$ cat config.mk
export PLATFORM = sky130hd
export DESIGN_NAME = fcca_regs
export DESIGN_NICKNAME = d
export VERILOG_FILES = /design/src/hw/rtl/fcca_pkg.sv /design/src/hw/rtl/fcca_regs.sv
export SDC_FILE = /design/constraint.sdc
export NUM_CORES = 1
export LEC_CHECK = 0
export BUFFER_PORTS_ARGS = -buffer_cell sky130_fd_sc_hd__buf_2
export CAP_MARGIN = 20
export CORE_MARGIN = 5
export CORE_UTILIZATION = 35
export CTS_BUF_LIST = sky130_fd_sc_hd__clkbuf_4 sky130_fd_sc_hd__clkbuf_8 sky130_fd_sc_hd__clkbuf_16
export CTS_CLUSTER_DIAMETER = 150
export DETAILED_ROUTE_END_ITERATION = 8
export PLACE_DENSITY = 0.75
export SETUP_SLACK_MARGIN = 0.02
export SLEW_MARGIN = 10
export SYNTH_ARGS = -nofsm -noshare
export SYNTH_HDL_FRONTEND = slang
export SYNTH_SLANG_ARGS = --single-unit
$ cat constraint.sdc
create_clock -name clk -period 0.8 [get_ports clk]
set_input_delay 0.08 -clock clk [delete_from_list [all_inputs] [get_ports clk]]
set_output_delay 0.08 -clock clk [all_outputs]
set_load 0.005 [all_outputs]
$ cat src/hw/rtl/fcca_pkg.sv
// shared types and constants of the fat12 cluster chain allocator
// no dependencies; imported by the sequencer, register block, top level and checker
package fcca_pkg;

  localparam int unsigned DEF_TABLE_DEPTH = 4096;
  localparam int unsigned CW              = 12;

  localparam logic [CW-1:0] END_MARK  = 12'hFFF;
  localparam logic [3:0]    MEDIA_HI  = 4'hF;
  localparam logic [CW-1:0] DCC_RST   = 12'd354;
  localparam logic [7:0]    MEDIA_RST = 8'd253;

  localparam logic [1:0] ACT_ALLOC = 2'd0;
  localparam logic [1:0] ACT_READ  = 2'd1;
  localparam logic [1:0] ACT_COUNT = 2'd2;
  localparam logic [1:0] ACT_CLEAR = 2'd3;

  localparam logic [1:0] ST_OK       = 2'd0;
  localparam logic [1:0] ST_FULL     = 2'd1;
  localparam logic [1:0] ST_NOCONTIG = 2'd2;

  localparam logic REG_DCC   = 1'b0;
  localparam logic REG_MEDIA = 1'b1;

  typedef struct packed {
    logic [1:0]    action;
    logic [CW-1:0] cluster_count;
    logic          need_contiguous;
    logic [CW-1:0] entry_index;
  } cmd_t;

  typedef struct packed {
    logic [1:0]    status;
    logic [CW-1:0] chain_head;
    logic [CW-1:0] entry_value;
    logic [CW-1:0] used_count;
  } rsp_t;

  typedef struct packed {
    logic [CW-1:0] data_cluster_count;
    logic [7:0]    media_code;
  } cfg_t;

endpackage

$ cat src/hw/rtl/fcca_regs.sv
// apb configuration registers: data cluster count and media code
// depends on fcca_pkg
module fcca_regs (
  input  logic           clk,
  input  logic           rst,
  input  logic           psel,
  input  logic           penable,
  input  logic           pwrite,
  input  logic [2:0]     paddr,
  input  logic [31:0]    pwdata,
  output logic [31:0]    prdata,
  output logic           pready,
  output fcca_pkg::cfg_t cfg
);
  import fcca_pkg::*;

  logic wr;

  assign wr     = psel & penable & pwrite;
  assign pready = 1'b1;

  always_ff @(posedge clk) begin
    if (rst) begin
      cfg.data_cluster_count <= DCC_RST;
      cfg.media_code         <= MEDIA_RST;
    end else if (wr) begin
      unique case (paddr[2])
        REG_DCC: begin
          cfg.data_cluster_count <= pwdata[CW-1:0];
        end
        REG_MEDIA: begin
          cfg.media_code <= pwdata[7:0];
        end
        default: begin
        end
      endcase
    end
  end

  always_comb begin
    unique case (paddr[2])
      REG_DCC:   prdata = {{(32-CW){1'b0}}, cfg.data_cluster_count};
      REG_MEDIA: prdata = {24'd0, cfg.media_code};
      default:   prdata = '0;
    endcase
  end

endmodule

==> results of run 1 <==
cells in the final DEF, fill, tap and decap left out:
cell type,netlist,layout
buf_4,21,7
nor2_1,20,17
bufinv_16,0,1
mux2_4,0,8
conb_1,2,21
and4b_1,1,1
and4_1,1,1
buf_6,1,45
nor2_2,0,2
clkbuf_4,0,3
buf_2,5,24
dfxtp_2,0,20
nor2b_1,4,3
buf_12,0,2
nor2b_4,0,1
nor2_4,0,1
nand2b_1,18,18
mux2i_1,20,20
worst max-delay path: stages (launching register included):
cell,delay (ps)
dfxtp_2,360
mux2_4,270
buf_6,110
cell families (layout without fill, tap and decap cells):
kind of cell / after synthesis / in the layout
buf+inv: 29 / 82
flops: 20 / 20
mux: 28 / 28
other cells: 2 / 21
simple gates: 44 / 44
cells in the mapped netlist:
cell type	n	area, um2
buf_4	21	158
conb_1	2	7.51
clkbuf_1	2	7.51
buf_6	1	11.3
buf_2	5	25.0
mux2i_1	20	200
and4b_1	1	10.0
nor2_1	20	75.1
nand2b_1	18	113
dfxtp_1	20	400
nor2b_1	4	25.0
mux2_2	8	90.1
and4_1	1	8.76
through the flow:
| stage | total power, mW | cells | area (um2) |
|---|---|---|---|
| final | 2.31 | 239 | 1900 |
| after global routing | 2.41 | 239 | 1900 |
| after CTS | 2.28 | 232 | 1750 |
| after detailed placement | 1.38 | 225 | 1470 |
| after global placement | 1.37 | 225 | 1470 |
| after floorplan | 1.29 | 142 | 1200 |
per-layer routing:
| metal | vias up | track usage [%] | part of all wire [%] |
|---|---|---|---|
| li1 | 494 | - | - |
| met2 | 35 | 24.0 | 57 |
| met3 | 4 | 1.85 | 5.8 |
| met1 | 469 | 14.4 | 36 |
| met4 | 0 | 3.81 | 1.2 |
| met5 | - | 0 | 0 |
area by class of cell:
class                      instances  area, um2
fill                             277       1170
clock inverter                     1       30.0
multi-input combinational         93        651
clock buffer                       3       22.5
timing repair buffer              78        719
tap                               44       55.1
sequential                        20        425
how the worst max path moves through the flow:
stage	slack, ps	to	from	cells after the start
detailed placement	-130	cfg[17]	paddr[2]	4
global placement	-100	prdata[4]	paddr[2]	4
finish	-330	prdata[3]	cfg[11]	2
CTS	-320	prdata[3]	cfg[11]	2
global route	-360	prdata[3]	cfg[11]	2
floorplan	-20	cfg[10]	paddr[2]	4
where the power goes:
part | switching [mW] | total (mW) | internal [mW]
clock | 0.327 | 0.833 | 0.506
combinational | 0.183 | 0.441 | 0.258
sequential | 0.0157 | 1.04 | 1.02
total | 0.525 | 2.31 | 1.79
timing repair:
action / CTS / global route
setup buffers: 3 / 10
setup endpoints to repair: 32 / 36
resized for setup: 55 / 26
pin swaps: 1 / 2
==> reports/qor.yml, run 1 <==
outcome: "finished with violations"
violations: "setup timing"
fin_ws_ps: -326
detailroute.via_count: 1002
finalCriticalPeriod_ps: 1130
clock_tree.buffer_depth: 2
setup_violations: 34
synth_compound_gate_area_share_pct: 0
grt_start_max_net_pins: 39
min_to: "cfg[18]"
regToRegStartpoint: "cfg[4]"
layout_top_registers: "cfg x20"
cp_max_fo: 3
clock_tree_from_tritoncts: "built"
postSynthCellCount: 123
insertedDiodeCount: 0
post_synth_and_or_nand_nor_area_fraction_pct: 20.5
cap_violations: 0
gp_congestion: 0.671
die-height_um: 66.8
setup_tns_ps: -5890
synthesis.yosys.warnings: 0
areaGrowthSynthToFinish_pct: 68.3
numClockSinks: 20
clk-insertion-delay-late_ps: 290
antenna_violations_before_repair: 0
final-max-slew-violation-count: 0
port_buffers: 49
syn-mean-instance-area_um2: 9.20
hold_class: "in2reg"
yosys_register_bits: 20
worst-slew-pin-transition_ps: 590
synth_top_family_by_area: "multiplexers"
type_of_destination_of_the_critical_path: "primary output"
timing.slew.headroom_pct: 60.7
synth-adder-area-share_pct: 0
wl_per_cell_um: 13.2
remaining_drc_errors: 0
holdCritStartpoint: "pwdata[10]"
start_util_pct: 36.7
hold_path_depth: 3
routed_via_density: 4.19
post_synth_num_cell_types: 13
crit_path_start_kind: "flop"
drt_iter0_markers: 22
grt.total_usage_pct: 12.7
finish.utilization_pct: 61.8
yosys.area_share.xor_xnor_pct: 0
worst_ep_required_time_ps: 720
synth.yosys.seq_area_share_pct: 35.4
worst_hold_margin_ps: 19.2
global_route.overflow_total: 0
rr_endpoint: "cfg[4]"
cts.root.buffer_cell: "clkbuf_4"
reg2reg_path_depth: 4
cts_max_level: 1
power.density_cell_area_nw_per_um2: 1210
drive_gt1_share_pct: 58.5
grt_pass1_vias: 971
cts.clk_slew.worst_paths_ps: 130
grt_setup_unrepaired: "true"
dpl.hpwl_um: 2060
cp.arrival_ps: 1050
ios: 93
drt_pass1_iterations: 4
placement.setup.worst_slack_ps: -135
core_um2: 3080
largest_register: "cfg"
hold_buffers: 0
final_net_count: 236
hold_violations: 0
fp-row-count: 20
worst-r2r-setup-slack_ps: -40
largest_register_ff_count: 20
die_width_um: 66.8
yosys-mux-area-fraction_pct: 25.7
floorplan.die_area_um2: 4470
peakVddDrop_mv: 0.785
postRouteAntennaNets: 0
synth_area_um2: 1130
cts-buffers-inserted: 3
final.setup_skew_ps: 0
grt_first_pass_wirelength_um: 4360
cellLeakagePower_nw: 0.867
final.period_utilization_pct: 141
fmax_mhz: 888
classification_of_the_worst_setup_path: "reg2out"
routed_wirelength_um: 3160
Note: power is estimated with default switching activity, not from simulation.
==> inputs of run 2 (changes only) <==
--- a/config.mk
+++ b/config.mk
@@ -8,11 +8,11 @@
 export BUFFER_PORTS_ARGS = -buffer_cell sky130_fd_sc_hd__buf_2
 export CAP_MARGIN = 20
 export CORE_MARGIN = 5
-export CORE_UTILIZATION = 35
+export CORE_UTILIZATION = 38
 export CTS_BUF_LIST = sky130_fd_sc_hd__clkbuf_4 sky130_fd_sc_hd__clkbuf_8 sky130_fd_sc_hd__clkbuf_16
 export CTS_CLUSTER_DIAMETER = 150
 export DETAILED_ROUTE_END_ITERATION = 8
-export PLACE_DENSITY = 0.75
+export PLACE_DENSITY = 0.78
 export SETUP_SLACK_MARGIN = 0.02
 export SLEW_MARGIN = 10
 export SYNTH_ARGS = -nofsm -noshare
==> constraint.sdc (replaced) <==
create_clock -name clk -period 1.1 [get_ports clk]
set_input_delay 0.165 -clock clk [delete_from_list [all_inputs] [get_ports clk]]
set_output_delay 0.165 -clock clk [all_outputs]
set_load 0.005 [all_outputs]
==> run 2 against run 1 <==
Compared with the run above:
- the flow still finishes with violations (setup timing)
- design area fell by 14%
- count of clock-buffer cells in the layout up 1
- global-route usage down 0.78 points
- worst hold slack improved by 88 ps
- clock skew is the same
- via count shrank 4.8%
- largest cell class is now multi-input combinational cells
- highest routed layer unchanged
==> reports/qor.yml, run 2 (synthesis results as in run 1) <==
antenna_violations_before_repair: 0  # unchanged
critPathSlowestCell: "dfxtp_2"
hold_path_depth: 3  # unchanged
worst_hold_margin_ps: 107  # +87.6 ps
ios: 93  # unchanged
holdCritStartpoint: "pwdata[9]"
reg2reg_path_depth: 3  # -1
cap_violations: 0  # unchanged
worst-r2r-setup-slack_ps: 340  # +380 ps
design_power_mw: 1.45  # -37%
start_util_pct: 40.3  # +3.6 points
cellLeakagePower_nw: 0.737  # -15%
insertedDiodeCount: 0  # unchanged
peakVddDrop_mv: 0.694  # -12%
final_cell_mix: "buf_2 (38), conb_1 (21), mux2i_1 (20), nor2_1 (20), dfxtp_2 (20)"
largest_register_ff_count: 20  # unchanged
type_of_destination_of_the_critical_path: "primary output"
cts.clk_slew.worst_paths_ps: 110  # -20 ps
hold_buffers: 0  # unchanged
fp-row-count: 19  # -5.0%
port_buffers: 49  # unchanged
final.period_utilization_pct: 108
regToRegStartpoint: "cfg[4]"
remaining_drc_errors: 0  # unchanged
cts.root.buffer_cell: "clkbuf_4"
grt_first_pass_wirelength_um: 3890  # -11%
final-max-slew-violation-count: 0  # unchanged
drive_gt1_share_pct: 55.7  # -2.8 points
cts-buffers-inserted: 3  # unchanged
finish.utilization_pct: 58.3  # -3.5 points
detailroute.via_count: 954  # -4.8%
critical_path_endpoint: "prdata[1]"
grt_setup_unrepaired: "true"
grt_start_max_net_pins: 39  # unchanged
drt_iter0_markers: 19  # -14%
layout.cells.most_common: "buf_2"
netSwitchingPower_mw: 0.350  # -33%
floorplan.die_area_um2: 4170  # -6.7%
grt.total_usage_pct: 11.9  # -0.78 points
hold_class: "in2reg"
setup_tns_ps: -606  # +5280 ps
clk-insertion-delay-late_ps: 290  # about the same
outcome: "finished with violations"
violations: "setup timing"
drt_pass1_iterations: 2  # -2
power.density_cell_area_nw_per_um2: 886  # -27%
setup_violations: 8  # -76%
rr_endpoint: "cfg[4]"
numClockSinks: 20  # unchanged
final.setup_skew_ps: 0  # unchanged
hold_violations: 0  # unchanged
die-height_um: 64.6  # -3.4%
layout_top_registers: "cfg x20"
power.sequential.fraction_pct: 51.9  # +7.0 points
share_comb_of_total_power_pct: 19.0  # about the same
dpl.hpwl_um: 1850  # -10%
cp.arrival_ps: 1030  # -20 ps
final_net_count: 226  # -4.2%
switching_share_pct: 24.2  # +1.4 points
cp_max_fo: 2  # -1
cts_max_level: 1  # unchanged
grt_pass1_vias: 880  # -9.4%
cells_traversed_along_the_worst_timing_path: "mux2_4 -> buf_6"
die_width_um: 64.6  # -3.4%
placement.setup.worst_slack_ps: 8.81  # +143 ps
p_int_mw: 1.10  # -38%
areaGrowthSynthToFinish_pct: 44.6
critical_path.startpoint: "cfg[9]"
postRouteAntennaNets: 0  # unchanged
clock_tree.buffer_depth: 2  # unchanged
clock_tree_from_tritoncts: "built"
critical_path.max_stage_delay_ps: 350  # about the same
worst_ep_required_time_ps: 940  # +220 ps
fmax_mhz: 839
routed_wirelength_um: 2670  # -16%
timing.slew.headroom_pct: 65.8  # +5.1 points
largest_register: "cfg"
classification_of_the_worst_setup_path: "reg2out"
crit_path_start_kind: "flop"
worst-slew-pin-transition_ps: 513  # -76.4 ps
clock_power_share_pct: 29.1  # -6.9 points
finalCriticalPeriod_ps: 1190
core_um2: 2810  # -8.9%
fin_ws_ps: -92.0  # +234 ps
gp_congestion: 0.726  # +8.2%
global_route.overflow_total: 0  # unchanged
wl_per_cell_um: 12.4  # -6.6%
routed_via_density: 4.42  # +5.3%
-- run 2: changes by cell type in the layout (fill, tap and decap cells not counted), moves of 3 or more --
cell / change
buf_2: +14
buf_4: +6
buf_6: -30
mux2_2: +4
mux2_4: -4
nor2_1: +3
-- run 2: worst min-delay path by stage --
stage / end / slack (ps)
after global routing: cfg[17] / 90
after floorplan: cfg[12] / 320
final: cfg[17] / 110
after global placement: cfg[18] / 430
after CTS: cfg[17] / 100
after detailed placement: cfg[17] / 430
-- run 2: timing repair --
action	CTS	global route
buffers inserted	13	0
resized for setup	17	26
endpoints found under the setup margin	10	17
pin swaps	0	0
endpoints found under the hold margin	0	0
-- run 2: power groups by stage --
stage / Combinational, mW / Sequential, mW / Clock, mW
final: 0.275 / 0.753 / 0.422
after global placement: 0.214 / 0.767 / 0
after global routing: 0.298 / 0.755 / 0.465
after floorplan: 0.173 / 0.768 / 0
after CTS: 0.237 / 0.751 / 0.433
after detailed placement: 0.217 / 0.768 / 0
-- run 2: metrics by stage --
step | cell area (um2) | cells
2_1_floorplan | 1200 | 142
3_3_place_gp | 1360 | 199
3_5_place_dp | 1360 | 199
4_1_cts | 1520 | 216
5_1_grt | 1640 | 216
6_report | 1640 | 216
-- run 2: cell type report --
type                       count  area (um2)
fill                         248        1170
sequential                    20         425
multi-input combinational     93         638
clock buffer                   4        36.3
timing repair buffer          68         497
tap                           31        38.8
-- run 2: per-layer routing --
metal | routed length [um] | part of all wire [%] | global-route usage (%)
met5 | 0 | 0 | 0
met4 | 19 | 0.71 | 3.17
met3 | 201 | 7.5 | 3.28
met2 | 1530 | 57 | 23.3
met1 | 916 | 34 | 12.3
-- run 2: worst max-delay path, delay by kind of cell (launching register included) --
family,cells,cell delay [ps]
buf+inv,1,120
flops,1,350
mux,1,270
==> inputs of run 3 (changes only) <==
--- a/config.mk
+++ b/config.mk
@@ -5,6 +5,7 @@
 export SDC_FILE = /design/constraint.sdc
 export NUM_CORES = 1
 export LEC_CHECK = 0
+export ABC_AREA = 1
 export BUFFER_PORTS_ARGS = -buffer_cell sky130_fd_sc_hd__buf_2
 export CAP_MARGIN = 20
 export CORE_MARGIN = 5
==> run 3 against run 2 <==
Compared with the run above:
- the run now ends clean
- clock power up 42%
- first-iteration DRC count is 11% higher
- non-clock buffer count fell by 13
- count of clock-buffer cells in the layout decreased by 1
- core utilization decreased by 8.0 points
- sequential cell count unchanged
==> reports/qor.yml, run 3 <==
postSynthCellCount: 170  # +38%
grt_setup_unrepaired: "true"
setup_tns_ps: 0  # +606 ps
insertedDiodeCount: 0  # unchanged
final.setup_skew_ps: 0  # unchanged
fp-row-count: 19  # unchanged
synthMostInstantiatedCell: "nand2_1"
grt-busiest-layer: "met2"
ios: 93  # unchanged
cts-buffers-inserted: 3  # unchanged
yosysTopAreaCellShare_pct: 35.8  # +0.44 points
placement.setup.worst_slack_ps: 63.2  # +54.4 ps
fillCellCount: 300  # +21%
hold_class: "in2reg"
synth.yosys.seq_area_share_pct: 35.8  # +0.44 points
syn-mean-instance-area_um2: 6.57  # -29%
layout_top_registers: "cfg x20"
hold_violations: 0  # unchanged
cellLeakagePower_nw: 0.797  # +8.2%
crit_path_start_kind: "flop"
largest_register: "cfg"
cts.root.buffer_cell: "clkbuf_4"
synthesis.yosys.warnings: 0  # unchanged
areaGrowthSynthToFinish_pct: 25.2
layout.cells.most_common: "nand2_1"
synth_largest_area_cell: "dfxtp_1"
worst_ep_required_time_ps: 940  # about the same
classification_of_the_worst_setup_path: "reg2out"
setup_violations: 0  # -8
critPathSlowestCell: "dfxtp_2"
fmax_mhz: 946  # +13%
grt.total_usage_pct: 12.7  # +0.78 points
routed_via_density: 4.27  # -3.3%
peakVddDrop_mv: 1.26  # +82%
wl_per_cell_um: 10.6  # -14%
netlist_top_cells_count: "nand2_1 (57), buf_4 (23), nor2_1 (23)"
cp.arrival_ps: 890  # -140 ps
numClockSinks: 20  # unchanged
grt_pass1_vias: 931  # +5.8%
drive_gt1_share_pct: 40.5  # -15 points
grt_start_max_net_pins: 21  # -46%
die_width_um: 64.2  # -0.51%
finalCriticalPeriod_ps: 1060  # -135 ps
global_route.overflow_total: 0  # unchanged
yosys_register_bits: 20  # unchanged
drt_pass1_iterations: 4  # +2
cts.clk_slew.worst_paths_ps: 120  # about the same
port_buffers: 49  # unchanged
clock_tree.buffer_depth: 2  # unchanged
hold_buffers: 0  # unchanged
final_cell_mix: "nand2_1 (57), buf_2 (48), nor2_1 (21), conb_1 (21)"
floorplan.die_area_um2: 4120  # -1.0%
detailroute.via_count: 1072  # +12%
power.density_cell_area_nw_per_um2: 1160  # +31%
cells_traversed_along_the_worst_timing_path: "inv_2 -> nor2_2 -> buf_2"
cap_violations: 0  # unchanged
async_reset_ff_share_pct: 0  # unchanged
largest_delay_contributor_family_on_the_critical_path: "flip-flops"
dpl.hpwl_um: 2020  # +8.8%
remaining_drc_errors: 0  # unchanged
antenna_violations_before_repair: 0  # unchanged
cp_max_fo: 3  # +1
start_util_pct: 40.2  # -0.15 points
finish.cell_count_without_fillers: 251  # +16%
synth_area_um2: 1120  # -1.2%
final-max-slew-violation-count: 0  # unchanged
postRouteAntennaNets: 0  # unchanged
globalRouteMet3Util_pct: 5.43  # +2.1 points
clock_tree_from_tritoncts: "built"
type_of_destination_of_the_critical_path: "primary output"
post_synth_num_cell_types: 14  # +1
worst_hold_margin_ps: 65.8  # -41.0 ps
final_net_count: 261  # +15%
worstPathBufferInverterCount: 2  # +1
largest_register_ff_count: 20  # unchanged
gr-usage-met2_pct: 22.0  # -1.3 points
final-seq-area_um2: 425  # unchanged
synth_top_flop_cell: "dfxtp_1"
gp_congestion: 0.746  # +2.8%
ys_top_cells_by_area: "dfxtp_1 (36%), nand2_1 (19%), buf_4 (15%)"
total_placed_cells_including_tap_cells: 246  # +24%
final.period_utilization_pct: 96.1  # -12 points
finish.utilization_pct: 50.3  # -8.0 points
multi_input_area_um2: 523  # -18%
die-height_um: 64.2  # -0.51%
drt_iter0_markers: 21  # +2
synth-edff-count: 0  # unchanged
cts_max_level: 1  # unchanged
critical_path.max_stage_delay_ps: 370  # +20 ps
grt_first_pass_wirelength_um: 4220  # +8.3%
outcome: "complete, no violations"
routed_wirelength_um: 2670  # +0.11%
grt_util_met1_pct: 14.6  # +2.3 points
clk-insertion-delay-late_ps: 300  # about the same
fin_ws_ps: 43.1  # +135 ps
core_um2: 2780  # -0.85%
-- run 3: changes by cell type after synthesis, moves of 8 or more --
| cell | previous run | this run |
|---|---|---|
| mux2_2 | 8 | 0 |
| nand2b_1 | 18 | 0 |
| nand2_1 | 0 | 57 |
| inv_1 | 0 | 15 |
| nand3_1 | 0 | 20 |
| mux2i_1 | 20 | 0 |
-- run 3: through the flow --
stage / power [mW] / area (um2)
after floorplan: 0.982 / 1190
after global placement: 1.03 / 1300
after detailed placement: 1.04 / 1300
after CTS: 1.64 / 1360
after global routing: 1.73 / 1400
final: 1.63 / 1400
-- run 3: cell type report --
type                            instances  area share, %
Multi-Input combinational cell        125           37.4
Sequential cell                        20           30.4
Clock inverter                          1           2.15
Inverter                               16           4.47
Tap cell                               31           2.77
Timing Repair Buffer                   55           21.2
Clock buffer                            3           1.61
-- run 3: where the power goes --
part	leakage [nW]	internal, mW	switching [mW]	total (mW)
clock network	0.0279	0.368	0.230	0.599
logic	0.607	0.108	0.149	0.257
registers	0.162	0.755	0.0179	0.772
-- run 3: cells by family after synthesis --
logic type / count (synthesis) / synth area share (%)
DFF: 20 / 35.8
other: 2 / 0.672
buffers and inverters: 44 / 24.2
and+or+nand+nor: 104 / 39.3
-- run 3: metal layers --
layer  vias up  routed length [um]
li1        567                   -
met1       459                1080
met2        44                1300
met3         2                 279
met4         0                  12
met5         -                   0
-- run 3: worst paths after layout --
path         startpoint         end  slack, ps  cells after the start
max             cfg[18]  prdata[10]         40                      3
min           pwdata[8]     cfg[16]         70                      3
max reg2reg      cfg[8]      cfg[8]        410                      3
min reg2reg     cfg[13]     cfg[13]        470                      2
-- run 3: repair_timing --
item	in CTS	in global routing
buffers inserted	0	1
endpoints found under the hold margin	0	0
gates resized for setup	5	21
setup endpoints to repair	5	12
pin swaps	0	6
-- run 3: worst register-to-register path, cell delays in order, from the launching register on --
cell	delay, ps
dfxtp_2	340
buf_4	130
nor2_1	90
nor2_1	50
