$ cat src/hw/rtl/fcca_pkg.sv
// shared types and constants of the fat12 cluster chain allocator
// no dependencies; imported by the sequencer, register block, top level and checker
package fcca_pkg;

  localparam int unsigned DEF_TABLE_DEPTH = 4096;
  localparam int unsigned CW              = 12;

  localparam logic [CW-1:0] END_MARK  = 12'hFFF;
  localparam logic [3:0]    MEDIA_HI  = 4'hF;
  localparam logic [CW-1:0] DCC_RST   = 12'd354;
  localparam logic [7:0]    MEDIA_RST = 8'd253;

  localparam logic [1:0] ACT_ALLOC = 2'd0;
  localparam logic [1:0] ACT_READ  = 2'd1;
  localparam logic [1:0] ACT_COUNT = 2'd2;
  localparam logic [1:0] ACT_CLEAR = 2'd3;

  localparam logic [1:0] ST_OK       = 2'd0;
  localparam logic [1:0] ST_FULL     = 2'd1;
  localparam logic [1:0] ST_NOCONTIG = 2'd2;

  localparam logic REG_DCC   = 1'b0;
  localparam logic REG_MEDIA = 1'b1;

  typedef struct packed {
    logic [1:0]    action;
    logic [CW-1:0] cluster_count;
    logic          need_contiguous;
    logic [CW-1:0] entry_index;
  } cmd_t;

  typedef struct packed {
    logic [1:0]    status;
    logic [CW-1:0] chain_head;
    logic [CW-1:0] entry_value;
    logic [CW-1:0] used_count;
  } rsp_t;

  typedef struct packed {
    logic [CW-1:0] data_cluster_count;
    logic [7:0]    media_code;
  } cfg_t;

endpackage

$ cat src/hw/rtl/fcca_seq.sv
// sequencer with the shared scan pointer, limit compare and free test
// depends on fcca_pkg; drives the table ram ports
module fcca_seq #(
  parameter int unsigned TABLE_DEPTH = fcca_pkg::DEF_TABLE_DEPTH,
  localparam int unsigned AW         = $clog2(TABLE_DEPTH)
) (
  input  logic                    clk,
  input  logic                    rst,
  input  logic                    start,
  input  fcca_pkg::cmd_t          cmd,
  input  fcca_pkg::cfg_t          cfg,
  output logic                    busy,
  output logic                    done,
  output fcca_pkg::rsp_t          rsp,
  output logic                    we,
  output logic [AW-1:0]           waddr,
  output logic [fcca_pkg::CW-1:0] wdata,
  output logic [AW-1:0]           raddr,
  input  logic [fcca_pkg::CW-1:0] rdata
);
  import fcca_pkg::*;

  localparam int unsigned PW = AW + 1;

  localparam logic [2:0] S_CLR   = 3'd0;
  localparam logic [2:0] S_IDLE  = 3'd1;
  localparam logic [2:0] S_PROBE = 3'd2;
  localparam logic [2:0] S_TEST  = 3'd3;
  localparam logic [2:0] S_END   = 3'd4;
  localparam logic [2:0] S_RDA   = 3'd5;
  localparam logic [2:0] S_RDD   = 3'd6;

  logic [2:0]    state;
  logic [PW-1:0] ptr;
  logic [AW-1:0] prev;
  logic [AW-1:0] first;
  logic          prev_valid;
  logic [CW-1:0] left;
  logic [CW-1:0] used;
  logic          is_count;
  logic          contig;
  logic          clr_reply;

  logic [CW:0]   lim_full;
  logic [PW-1:0] lim;
  logic          at_lim;
  logic [PW-1:0] ptr_inc;
  logic [AW-1:0] cur;
  logic          adj;
  logic          free;
  logic          idx_ok;
  logic          link_ok;
  logic          rd_direct;
  logic [CW-1:0] rd_value;

  assign lim_full = {1'b0, cfg.data_cluster_count} + (CW+1)'(2);
  assign lim      = (lim_full > (CW+1)'(TABLE_DEPTH)) ? PW'(TABLE_DEPTH) : lim_full[PW-1:0];
  assign at_lim   = ptr >= lim;
  assign ptr_inc  = ptr + PW'(1);
  assign cur      = ptr[AW-1:0];
  assign adj      = ptr == ({1'b0, prev} + PW'(1));
  assign free     = rdata == '0;
  assign idx_ok   = {1'b0, cmd.entry_index} < (CW+1)'(TABLE_DEPTH);
  assign link_ok  = !contig || adj;
  assign busy     = state != S_IDLE;
  assign raddr    = cur;

  // reserved and out-of-range entries answer without the table
  always_comb begin
    rd_direct = 1'b1;
    rd_value  = '0;
    if (cmd.entry_index == CW'(0)) begin
      rd_value = {MEDIA_HI, cfg.media_code};
    end else if (cmd.entry_index == CW'(1)) begin
      rd_value = END_MARK;
    end else if (idx_ok) begin
      rd_direct = 1'b0;
    end
  end

  always_comb begin
    we    = 1'b0;
    waddr = prev;
    wdata = CW'(cur);
    unique case (state)
      S_CLR: begin
        we    = 1'b1;
        waddr = cur;
        wdata = '0;
      end
      S_TEST: begin
        we = !is_count && free && prev_valid && link_ok;
      end
      S_END: begin
        we    = 1'b1;
        wdata = END_MARK;
      end
      default: begin
      end
    endcase
  end

  always_ff @(posedge clk) begin
    if (rst) begin
      state     <= S_CLR;
      ptr       <= '0;
      clr_reply <= 1'b0;
      done      <= 1'b0;
    end else begin
      unique case (state)
        S_CLR: begin
          if (ptr == PW'(TABLE_DEPTH - 1)) begin
            state <= S_IDLE;
            rsp   <= '0;
            done  <= clr_reply;
          end else begin
            ptr  <= ptr_inc;
            done <= 1'b0;
          end
        end
        S_IDLE: begin
          if (start) begin
            contig     <= cmd.need_contiguous;
            left       <= cmd.cluster_count;
            prev_valid <= 1'b0;
            used       <= '0;
            is_count   <= cmd.action == ACT_COUNT;
            unique case (cmd.action)
              ACT_ALLOC: begin
                ptr   <= PW'(2);
                rsp   <= '0;
                done  <= cmd.cluster_count == '0;
                state <= (cmd.cluster_count == '0) ? S_IDLE : S_PROBE;
              end
              ACT_READ: begin
                ptr   <= PW'(cmd.entry_index);
                rsp   <= {ST_OK, CW'(0), rd_value, CW'(0)};
                done  <= rd_direct;
                state <= rd_direct ? S_IDLE : S_RDA;
              end
              ACT_COUNT: begin
                ptr   <= PW'(2);
                rsp   <= '0;
                done  <= 1'b0;
                state <= S_PROBE;
              end
              ACT_CLEAR: begin
                ptr       <= '0;
                rsp       <= '0;
                clr_reply <= 1'b1;
                done      <= 1'b0;
                state     <= S_CLR;
              end
              default: begin
                done <= 1'b0;
              end
            endcase
          end else begin
            done <= 1'b0;
          end
        end
        S_PROBE: begin
          if (at_lim) begin
            state <= S_IDLE;
            done  <= 1'b1;
            if (is_count) begin
              rsp.used_count <= used;
            end else begin
              rsp.status <= ST_FULL;
            end
          end else begin
            state <= S_TEST;
            done  <= 1'b0;
          end
        end
        S_TEST: begin
          if (is_count) begin
            if (!free) begin
              used <= used + CW'(1);
            end
            ptr   <= ptr_inc;
            state <= S_PROBE;
            done  <= 1'b0;
          end else if (!free) begin
            ptr   <= ptr_inc;
            state <= S_PROBE;
            done  <= 1'b0;
          end else if (prev_valid && !link_ok) begin
            rsp.status <= ST_NOCONTIG;
            done       <= 1'b1;
            state      <= S_IDLE;
          end else begin
            prev       <= cur;
            prev_valid <= 1'b1;
            if (!prev_valid) begin
              first <= cur;
            end
            left  <= left - CW'(1);
            ptr   <= ptr_inc;
            done  <= 1'b0;
            state <= (left == CW'(1)) ? S_END : S_PROBE;
          end
        end
        S_END: begin
          rsp.status     <= ST_OK;
          rsp.chain_head <= CW'(first);
          done           <= 1'b1;
          state          <= S_IDLE;
        end
        S_RDA: begin
          done  <= 1'b0;
          state <= S_RDD;
        end
        S_RDD: begin
          rsp.entry_value <= rdata;
          done            <= 1'b1;
          state           <= S_IDLE;
        end
        default: begin
          done  <= 1'b0;
          state <= S_IDLE;
        end
      endcase
    end
  end

endmodule

$ cat config.mk
export PLATFORM = sky130hd
export DESIGN_NAME = fcca_seq
export DESIGN_NICKNAME = d
export VERILOG_FILES = /design/src/hw/rtl/fcca_pkg.sv /design/src/hw/rtl/fcca_seq.sv
export SDC_FILE = /design/constraint.sdc
export NUM_CORES = 1
export LEC_CHECK = 0
export BUFFER_PORTS_ARGS = -buffer_cell sky130_fd_sc_hd__buf_2
export CAP_MARGIN = 20
export CORE_MARGIN = 2
export CORE_UTILIZATION = 59
export DETAILED_ROUTE_END_ITERATION = 10
export GPL_ROUTABILITY_DRIVEN = 0
export PLACE_DENSITY = 0.86
export SLEW_MARGIN = 20
export SYNTH_ARGS = -nofsm -noshare
export SYNTH_HDL_FRONTEND = slang
export SYNTH_SLANG_ARGS = --single-unit
$ cat constraint.sdc
create_clock -name clk -period 6.46 [get_ports clk]
set_clock_uncertainty 0.15 [all_clocks]
set_input_delay 0.646 -clock clk [delete_from_list [all_inputs] [get_ports clk]]
set_output_delay 0.646 -clock clk [all_outputs]
set_load 0.02 [all_outputs]
==> results by group, run 1 <==
Floorplan
  • Die Height: between 100 and 150 um
  • I/O pin total: 139
  • Core area: about 10,000 um^2
  • Die width: 108 um
  • Std-Cell Rows: 37
  • Total die area: approximately 12,000 um^2
  • Initial Utilization: between 60% and 70%

Drt
  • WL/cell: 17.7 um
  • Vias: approximately 5,400
  • DRC Markers: 0
  • DR vias/cell: 6.12
  • Drt total wl: 15.7 mm
  • Drt pass-1 iters: 5
  • Post-route ant nets: 0
  • Initial drt markers: 513

Timing
  • Hold Fails Final Rpt: 0
  • Fmax: 0.229 GHz
  • Slew Viols, Final: 0
  • Final min period: 4.36 ns
  • Final-report setup violation count: 0
  • Slew @ Worst Pin: roughly 1.0 ns
  • Slew HR: 31.4%
  • Final period utilization: approximately two thirds
  • RSZ-0062 raised after global routing: no
  • TNS Setup: 0 ns
  • Final worst slack: 2.10 ns

Yosys
  • Synth unique cells: 64
  • Avg Synthesized Cell Area: 9.99 um^2
  • Post-synth net total: 717
  • Yosys Warn Count: 0
  • Ys async rst share: 0%
  • Sequential fraction of the synthesis area: 47.7%
  • Synth Register Bits: 107
  • Synth Instances: 636
  • Most used DFF post-synth: edfxtp_1
  • Post-synth EDFFs: a little under 90
  • Post-Syn Area: 6350 um^2

Placement
  • DP HPWL: roughly 12 mm
  • Port Buffers: 138
  • Placed instance count: 871
  • Post-placement setup slack: 1.81 ns

Worst setup path
  • CP max FO: 12
  • WS Path Type: in2reg
  • Reg-to-Reg Start: ptr[1]$_SDFFE_PP0P_
  • R2R cell count: 8
  • Crit end category: flip-flop
  • Slack of the worst reg-to-reg path: 2.76 ns
  • Reg-to-reg endpoint: rsp[31]$_SDFFCE_PP0P_
  • WP data arrival: 4.21 ns
  • CP required: 6.31 ns
  • Crit path launch type: input pin

CTS
  • H-tree Lvls: 3
  • CTS tree: built
  • Clk root buf: clkbuf_8
  • CTS Hold Bufs: 0
  • CTS max path bufs: 2
  • Clock latency on the worst-skew pair: 0.37 ns
  • Cts repair resizes: 0
  • Number of buffers created by CTS: 9
  • # Post-CTS Setup Buffers: 0
  • Clock transition at path regs: 0.10 ns
  • Clk sinks: 107

Cells and area
  • Final core occ: 69.7%
  • Ratio of cells with drive above 1 in the final layout: 26.1%
  • Final std cells w/o fill: 887
  • Fillcell total: 789
  • Antenna cell count: 0
  • Area growth syn-to-layout: 13.8%
  • Most frequent cells in the layout: buf_2 (138), edfxtp_1 (89), nand2_1 (68), nor2_1 (40), o21ai_0 (34)
  • Commonest non-fill, non-tap cell in the layout: buf_2
  • Final #Nets: 827

Global route
  • GRT Residual Overflow: 0
  • Largest net degree at the start of global routing: 26
  • Vias in the first global route: approximately 5,200
  • Initial antenna violation count: 0
  • First-pass GRT wire length: 25.0 mm
  • Total GRT Usage: 27.5%

Power
  • Pwr Density: 168 nW/um^2
  • Lkg Pwr: 3.12 nW
  • Max VDD drop: 0.000141 V

Hold path
  • Worst min-delay path startpoint: cmd[12]
  • Hold endpoint: contig$_DFFE_PP_
  • Min-Delay Path Depth: 1
  • HP Class: in2reg

Outcome
  • Status: complete, no violations

Flow run
  • Max cap viols: 0
through the flow:
stage	cell area, um^2	hold slack, ns	power, mW
after global placement	7040	0.323	0.833
after CTS	7220	0.297	1.22
final	7230	0.304	1.22
after detailed placement	7040	0.321	0.837
after floorplan	6350	0.296	0.798
after global routing	7230	0.291	1.25
worst max path at each step:
stage                       from                    end  slack (ns)  cells after the start
after floorplan           cfg[9]   rsp[0]$_SDFFCE_PN0P_        2.14                     15
after global placement    cfg[9]   rsp[6]$_SDFFCE_PN0P_        2.05                     16
after detailed placement  cfg[9]   rsp[4]$_SDFFCE_PN0P_        1.81                     15
after CTS                 cfg[9]  rsp[11]$_SDFFCE_PN0P_        2.17                     15
after global routing      cfg[9]  rsp[11]$_SDFFCE_PN0P_        1.92                     15
final                     cfg[9]  rsp[11]$_SDFFCE_PN0P_        2.10                     15
worst max-delay path, cell delays in order:
cell and delay (ns):
buf_2 0.13, ha_1 0.27, or2_2 0.30, a211oi_1 0.27, a21oi_1 0.06, and4b_1 0.25
a31o_2 0.20, nand2_1 0.09, ha_1 0.29, nand4_1 0.13, nor4_1 0.41, a211oi_1 0.12
nand2_1 0.17, nand2_1 0.09, a211oi_2 0.79
layout make-up:
class	instances	area [um^2]	share of cell area (%)
clock buffers	9	124	1.71
clock inverters	7	60.1	0.831
inverters	21	78.8	1.09
multi-input cells	462	3020	41.8
flip-flops and latches	107	3030	41.9
well taps	136	170	2.35
repair buffers	145	743	10.3
cells by family after synthesis:
| group | synth area share [%] |
|---|---|
| buffers and inverters | 4.96 |
| DFF | 47.7 |
| AOI/OAI and AO/OA | 17.0 |
| xor gates and xnor gates | 5.38 |
| adders and majority gates | 3.74 |
| and+or+nand+nor | 19.3 |
| muxes | 1.95 |
per-layer routing:
metal / vias to the layer above / global-route usage, % / share of wire (%)
li1: 2557 / - / -
met1: 2565 / 36.2 / 40
met2: 277 / 46.7 / 48
met3: 33 / 4.48 / 9.1
met4: 0 / 8.06 / 2.0
met5: - / 0 / 0
state kept, by name (all words and copies together), names as in the netlist:
| name | flops |
|---|---|
| contig | 1 |
| rsp | 38 |
| is_count | 1 |
| left | 12 |
| prev_valid | 1 |
| used | 12 |
| state | 3 |
| ptr | 13 |
| prev | 12 |
| done | 1 |
| clr_reply | 1 |
| first | 12 |
Yosys cell counts, types with 3 or more instances:
library cell	number	area share (%)
or3_1	4	0.39
nand2b_1	4	0.39
and2_1	27	2.7
dfxtp_1	18	5.7
or2_2	5	0.49
o31ai_1	3	0.35
a31oi_1	5	0.49
inv_1	21	1.2
o31ai_2	8	1.6
nor3_1	17	1.3
a211oi_1	9	1.1
buf_2	3	0.24
nor4_1	14	1.4
and3_1	6	0.59
ha_1	19	3.7
xor2_1	18	2.5
a21o_1	15	1.8
nand3_1	26	2.0
nor2_1	41	2.4
buf_4	12	1.4
xnor2_1	21	2.9
a22oi_1	7	0.83
o211ai_1	10	1.2
a211o_1	3	0.41
mux2_2	11	1.9
o21a_1	5	0.59
edfxtp_1	89	42
o21ai_1	4	0.32
clkbuf_1	27	1.6
o21ai_0	35	2.8
nand2_1	68	4.0
a21oi_1	23	1.8
nand4_1	10	0.98
nor2b_1	11	1.1
where the power goes:
group / switching [mW] / leakage (nW) / internal, mW
clock network: 0.245 / 0.0932 / 0.147
logic: 0.0428 / 1.99 / 0.0334
registers: 0.00780 / 1.04 / 0.739
Power figures use the tool's default switching activity.
==> run 2: changes to the inputs <==
Settings changed: CORE_UTILIZATION 59 to 50, PLACE_DENSITY 0.86 to 0.77.
Clock period 6.46 ns to 3.65 ns, I/O delays scaled along.
==> run 2 against run 1 <==
Net effect: sequential share of layout area decreased by 1.7 points; flip-flop and latch count unchanged; non-clock buffer count increased by 21; global-route usage decreased by 4.4 points; design area increased by 4.1%; clock power increased by 130%; worst setup slack got worse by 1.8 ns; critical path depth decreased by 8; via count increased by 0.22%; combinational power increased by 93%; power increased by 95%; first-iteration DRC count increased by 6.0%; largest cell class unchanged; largest power group unchanged.
==> results by group, run 2 (synthesis results as in run 1) <==
Timing
  • Final period utilization: between 90 and 100%
  • Final worst slack: 0.280 ns
  • Slew Viols, Final: 0
  • Fmax: slightly below 0.3 GHz
  • RSZ-0062 raised after global routing: no
  • Slew @ Worst Pin: between 0.7 and 0.8 ns
  • Slew HR: a little under half
  • Hold Fails Final Rpt: 0
  • Final min period: approximately 3.4 ns
  • Final-report setup violation count: 0

Global route
  • Initial antenna violation count: 0
  • GRT Residual Overflow: 0
  • Largest net degree at the start of global routing: 39
  • Total GRT Usage: approximately 23%
  • First-pass GRT wire length: 24.4 mm
  • Vias in the first global route: 4,959

Cells and area
  • Final #Nets: 848
  • Ratio of cells with drive above 1 in the final layout: approximately 28%
  • Most frequent cells in the layout: buf_2 (138), edfxtp_1 (89), nand2_1 (68), nor2_1 (40), o21ai_0 (33)
  • Commonest non-fill, non-tap cell in the layout: buf_2
  • Largest registers: rsp x38, ptr x13
  • Final core occ: 60.1%
  • Biggest register: rsp
  • Antenna cell count: 0
  • Max reg flops: 38
  • Area growth syn-to-layout: 18.5%

Worst setup path
  • Worst path cell trace: nand4_2 > nor3_1 > or3b_1 > a2111oi_4 > a31oi_1 > o21ai_1 > buf_2
  • CP max FO: 7
  • Reg-to-reg endpoint: left[10]$_DFFE_PP_
  • Buf/Inv on CP: 1
  • Crit path launch type: flip-flop
  • CP required: 3.13 ns
  • WS Path Type: reg2out
  • WP data arrival: 2.86 ns
  • R2R cell count: 8
  • CP max stage delay: 0.47 ns
  • Crit end category: primary output
  • Reg-to-Reg Start: prev[2]$_DFFE_PP_
  • CP delay by family, top: compound AO/OA/AOI/OAI gates
  • Slack of the worst reg-to-reg path: roughly 0.51 ns
  • Slowest-stage cell, CP: edfxtp_1

Floorplan
  • Die Height: roughly 120 um
  • Total die area: 13,600 um^2
  • Initial Utilization: between 50% and 60%
  • I/O pin total: 139
  • Die width: 117 um
  • Core area: 12,500 um^2
  • Std-Cell Rows: slightly above 40

Power
  • Max VDD drop: 0.000177 V
  • Lkg Pwr: 3.27 nW
  • Pwr Density: 316 nW/um^2
  • Combinational Power Share: under 10%
  • Internal power: 1.84 mW
  • Clk pwr share: about 39%
  • Total power: 2.38 mW
  • Sequential power share: 55.3%
  • Sw frac: 22.5%
  • Psw: roughly 540 uW

CTS
  • # Post-CTS Setup Buffers: 0
  • Clk root buf: clkbuf_16
  • CTS max path bufs: 2
  • Clk sinks: 107
  • Number of buffers created by CTS: 9
  • CTS tree: built
  • CTS Hold Bufs: 0
  • Clock latency on the worst-skew pair: 0.35 ns
  • H-tree Lvls: 3
  • Clock transition at path regs: 0.07 ns

Drt
  • Vias: around 5,400
  • Post-route ant nets: 0
  • Drt pass-1 iters: 6
  • DRC Markers: 0
  • WL/cell: about 17 um
  • Drt total wl: 15.9 mm
  • Initial drt markers: 544
  • DR vias/cell: 5.77

Placement
  • Post-placement setup slack: -0.106 ns
  • Port Buffers: 138
  • DP HPWL: 11.8 mm

Flow run
  • Max cap viols: 0

Hold path
  • Hold endpoint: contig$_DFFE_PP_
  • Min-Delay Path Depth: 1
  • Worst min-delay path startpoint: cmd[12]
  • HP Class: in2reg

Outcome
  • Status: complete, no violations
-- run 2: per-layer routing --
layer | vias to the layer above | GRT usage [%] | wire length [um]
li1 | 2598 | - | -
met1 | 2560 | 31.8 | 6930
met2 | 256 | 37.2 | 7380
met3 | 30 | 3.53 | 1250
met4 | 0 | 7.92 | 353
met5 | - | 0 | 0
-- run 2: power groups by stage --
stage	logic [mW]	clock network (mW)	registers, mW
2_1_floorplan	0.0713	0	1.34
3_3_place_gp	0.141	0	1.34
3_5_place_dp	0.145	0	1.34
4_1_cts	0.146	0.923	1.31
5_1_grt	0.162	0.973	1.31
6_report	0.147	0.914	1.31
-- run 2: stage by stage --
stage	cell area [um^2]	setup TNS, ns	cells	hold WS, ns
detailed placement	7240	-1.15	928	0.320
CTS	7520	0	943	0.0368
floorplan	6360	0	636	0.296
global placement	7240	0	928	0.321
finish	7530	0	943	0.0438
global route	7530	0	943	0.0367
-- run 2: repair_timing --
item                       CTS  global route
hold endpoints to repair     0             0
gates resized for setup      0             4
setup endpoints to repair    0            15
-- run 2: cell type report --
| type | instances | area, um^2 |
|---|---|---|
| fill | 1087 | 4990 |
| tap | 172 | 215 |
| clock buffer | 9 | 225 |
| timing repair buffer | 166 | 905 |
| inverter | 21 | 78.8 |
| sequential | 107 | 3030 |
| clock inverter | 6 | 47.5 |
| multi-input combinational | 462 | 3020 |
-- run 2: how the worst max path moves through the flow --
| stage | startpoint | endpoint | slack, ns | depth (start not counted) |
|---|---|---|---|---|
| floorplan | cfg[9] | rsp[0]$_SDFFCE_PN0P_ | 0.01 | 15 |
| global placement | cfg[9] | rsp[4]$_SDFFCE_PN0P_ | 0.02 | 17 |
| detailed placement | cfg[10] | rsp[37]$_DFFE_PP_ | -0.11 | 17 |
| CTS | prev[2]$_DFFE_PP_ | we | 0.19 | 7 |
| global route | cfg[9] | rsp[3]$_SDFFCE_PN0P_ | 0.009 | 17 |
| finish | prev[2]$_DFFE_PP_ | we | 0.28 | 7 |
==> run 3: changes to the inputs <==
Settings changed: RECOVER_POWER from default to 25.
==> run 3 against run 2 <==
Net effect: register-to-register slack about the same; combinational power about the same; via count increased by 0.40%; die area unchanged; first-iteration DRC count decreased by 0.74%; utilization decreased by 0.68 points; cell count unchanged; design area decreased by 1.1%; clock power about the same; wire length increased by 0.13%; sequential power about the same; non-clock buffer count unchanged; critical path type unchanged.
==> results by group, run 3 (synthesis results as in run 1) <==
CTS
  • Cts repair resizes: 0
  • Clk root buf: clkbuf_16
  • Number of buffers created by CTS: 9
  • Clock transition at path regs: approximately 0.07 ns
  • Clock latency on the worst-skew pair: 0.35 ns
  • H-tree Lvls: 3
  • Clk sinks: around 110
  • CTS max path bufs: 2
  • # Post-CTS Setup Buffers: 0
  • CTS tree: built
  • CTS Hold Bufs: 0

Worst setup path
  • Crit end category: primary output
  • WP data arrival: between 2 and 3 ns
  • Worst path cell trace: nand4_2 > nor3_1 > or3b_1 > a2111oi_4 > a31oi_1 > o21ai_1 > buf_2
  • Crit path launch type: flip-flop
  • WS Path Type: reg2out
  • CP max stage delay: 0.47 ns
  • Slowest-stage cell, CP: edfxtp_1
  • CP max FO: 7
  • CP required: 3.13 ns

Floorplan
  • Total die area: 13,600 um^2
  • Std-Cell Rows: 41
  • Initial Utilization: 50.8%
  • Core area: 12,500 um^2
  • Die Height: roughly 120 um
  • Die width: between 100 and 150 um
  • I/O pin total: 139

Cells and area
  • Biggest register: rsp
  • Fillcell total: between 1,000 and 1,500
  • Register Area: 3030 um^2
  • Final #Nets: 848
  • Largest registers: rsp x38, ptr x13
  • Max reg flops: 38
  • Antenna cell count: 0
  • Final core occ: 59.5%
  • Commonest non-fill, non-tap cell in the layout: buf_2
  • Ratio of cells with drive above 1 in the final layout: 21.5%
  • Area growth syn-to-layout: 17.1%
  • Multi-input gate area: between 3000 and 4000 um^2
  • Most frequent cells in the layout: buf_2 (97), edfxtp_1 (89), nand2_1 (68), clkbuf_1 (50), nor2_1 (40)

Global route
  • Largest net degree at the start of global routing: 39
  • Initial antenna violation count: 0
  • Total GRT Usage: 23.1%
  • GRT Residual Overflow: 0
  • Vias in the first global route: 4,959
  • First-pass GRT wire length: roughly 24 mm

Timing
  • Final worst slack: 0.289 ns
  • TNS Setup: 0 ns
  • Slew HR: 45.2%
  • Final-report setup violation count: 0
  • Fmax: about 0.30 GHz
  • Slew Viols, Final: 0
  • Hold Fails Final Rpt: 0
  • Final period utilization: 92.1%
  • Slew @ Worst Pin: 0.817 ns
  • RSZ-0062 raised after global routing: no
  • Final min period: 3.36 ns

Power
  • Lkg Pwr: 3.09 nW
  • Max VDD drop: 0.000177 V
  • Pwr Density: 319 nW/um^2
  • Total power: around 2.4 mW

Outcome
  • Status: complete, no violations

Drt
  • DRC Markers: 0
  • DR vias/cell: approximately 5.8
  • Drt pass-1 iters: 7
  • WL/cell: 16.9 um
  • Post-route ant nets: 0
  • Vias: 5,466
  • Initial drt markers: 540
  • Drt total wl: 15.9 mm

Placement
  • Post-placement setup slack: -0.106 ns
  • DP HPWL: around 12 mm
  • Port Buffers: between 100 and 150

Hold path
  • HP Class: in2reg

Flow run
  • Max cap viols: 0
-- run 3: area by class of cell --
cell class / count / area share, %
inverters: 21 / 1.06
well taps: 172 / 2.89
repair buffers: 166 / 11.0
multi-input cells: 462 / 40.6
clock buffers: 9 / 3.03
flip-flops and latches: 107 / 40.8
clock inverters: 6 / 0.639
-- run 3: path summary, 6_finish.rpt --
kind,start,cells after the start,endpoint,slack [ns]
hold reg to reg,clr_reply$_SDFFE_PP0P_,2,clr_reply$_SDFFE_PP0P_,0.33
setup reg to reg,prev[2]$_DFFE_PP_,8,left[10]$_DFFE_PP_,0.52
hold / removal,cmd[12],1,contig$_DFFE_PP_,0.04
setup / recovery,prev[2]$_DFFE_PP_,7,we,0.29
-- run 3: layer usage --
metal / global-route usage (%) / routed length, um
met5: 0 / 0
met4: 7.92 / 346
met3: 3.53 / 1260
met2: 37.2 / 7370
met1: 31.8 / 6960
-- run 3: stage by stage --
stage          hold WS (ns)  cells  instance area, um^2
2_1_floorplan         0.296    636                 6360
3_3_place_gp          0.321    928                 7240
3_5_place_dp          0.320    928                 7240
4_1_cts              0.0368    943                 7520
5_1_grt              0.0367    943                 7440
6_report             0.0438    943                 7440
-- run 3: power breakdown --
group          switching, mW  leakage (nW)  internal, mW  total (mW)
clock                  0.450         0.133         0.467       0.917
combinational         0.0830          1.92        0.0628       0.146
sequential           0.00493          1.04          1.31        1.31
-- run 3: worst max-delay path: cells and delay by family (launching register included) --
family / cells / cell delay (ns)
simple gates: 3 / 0.87
flops: 1 / 0.47
compound gates: 3 / 0.94
buf+inv: 1 / 0.22
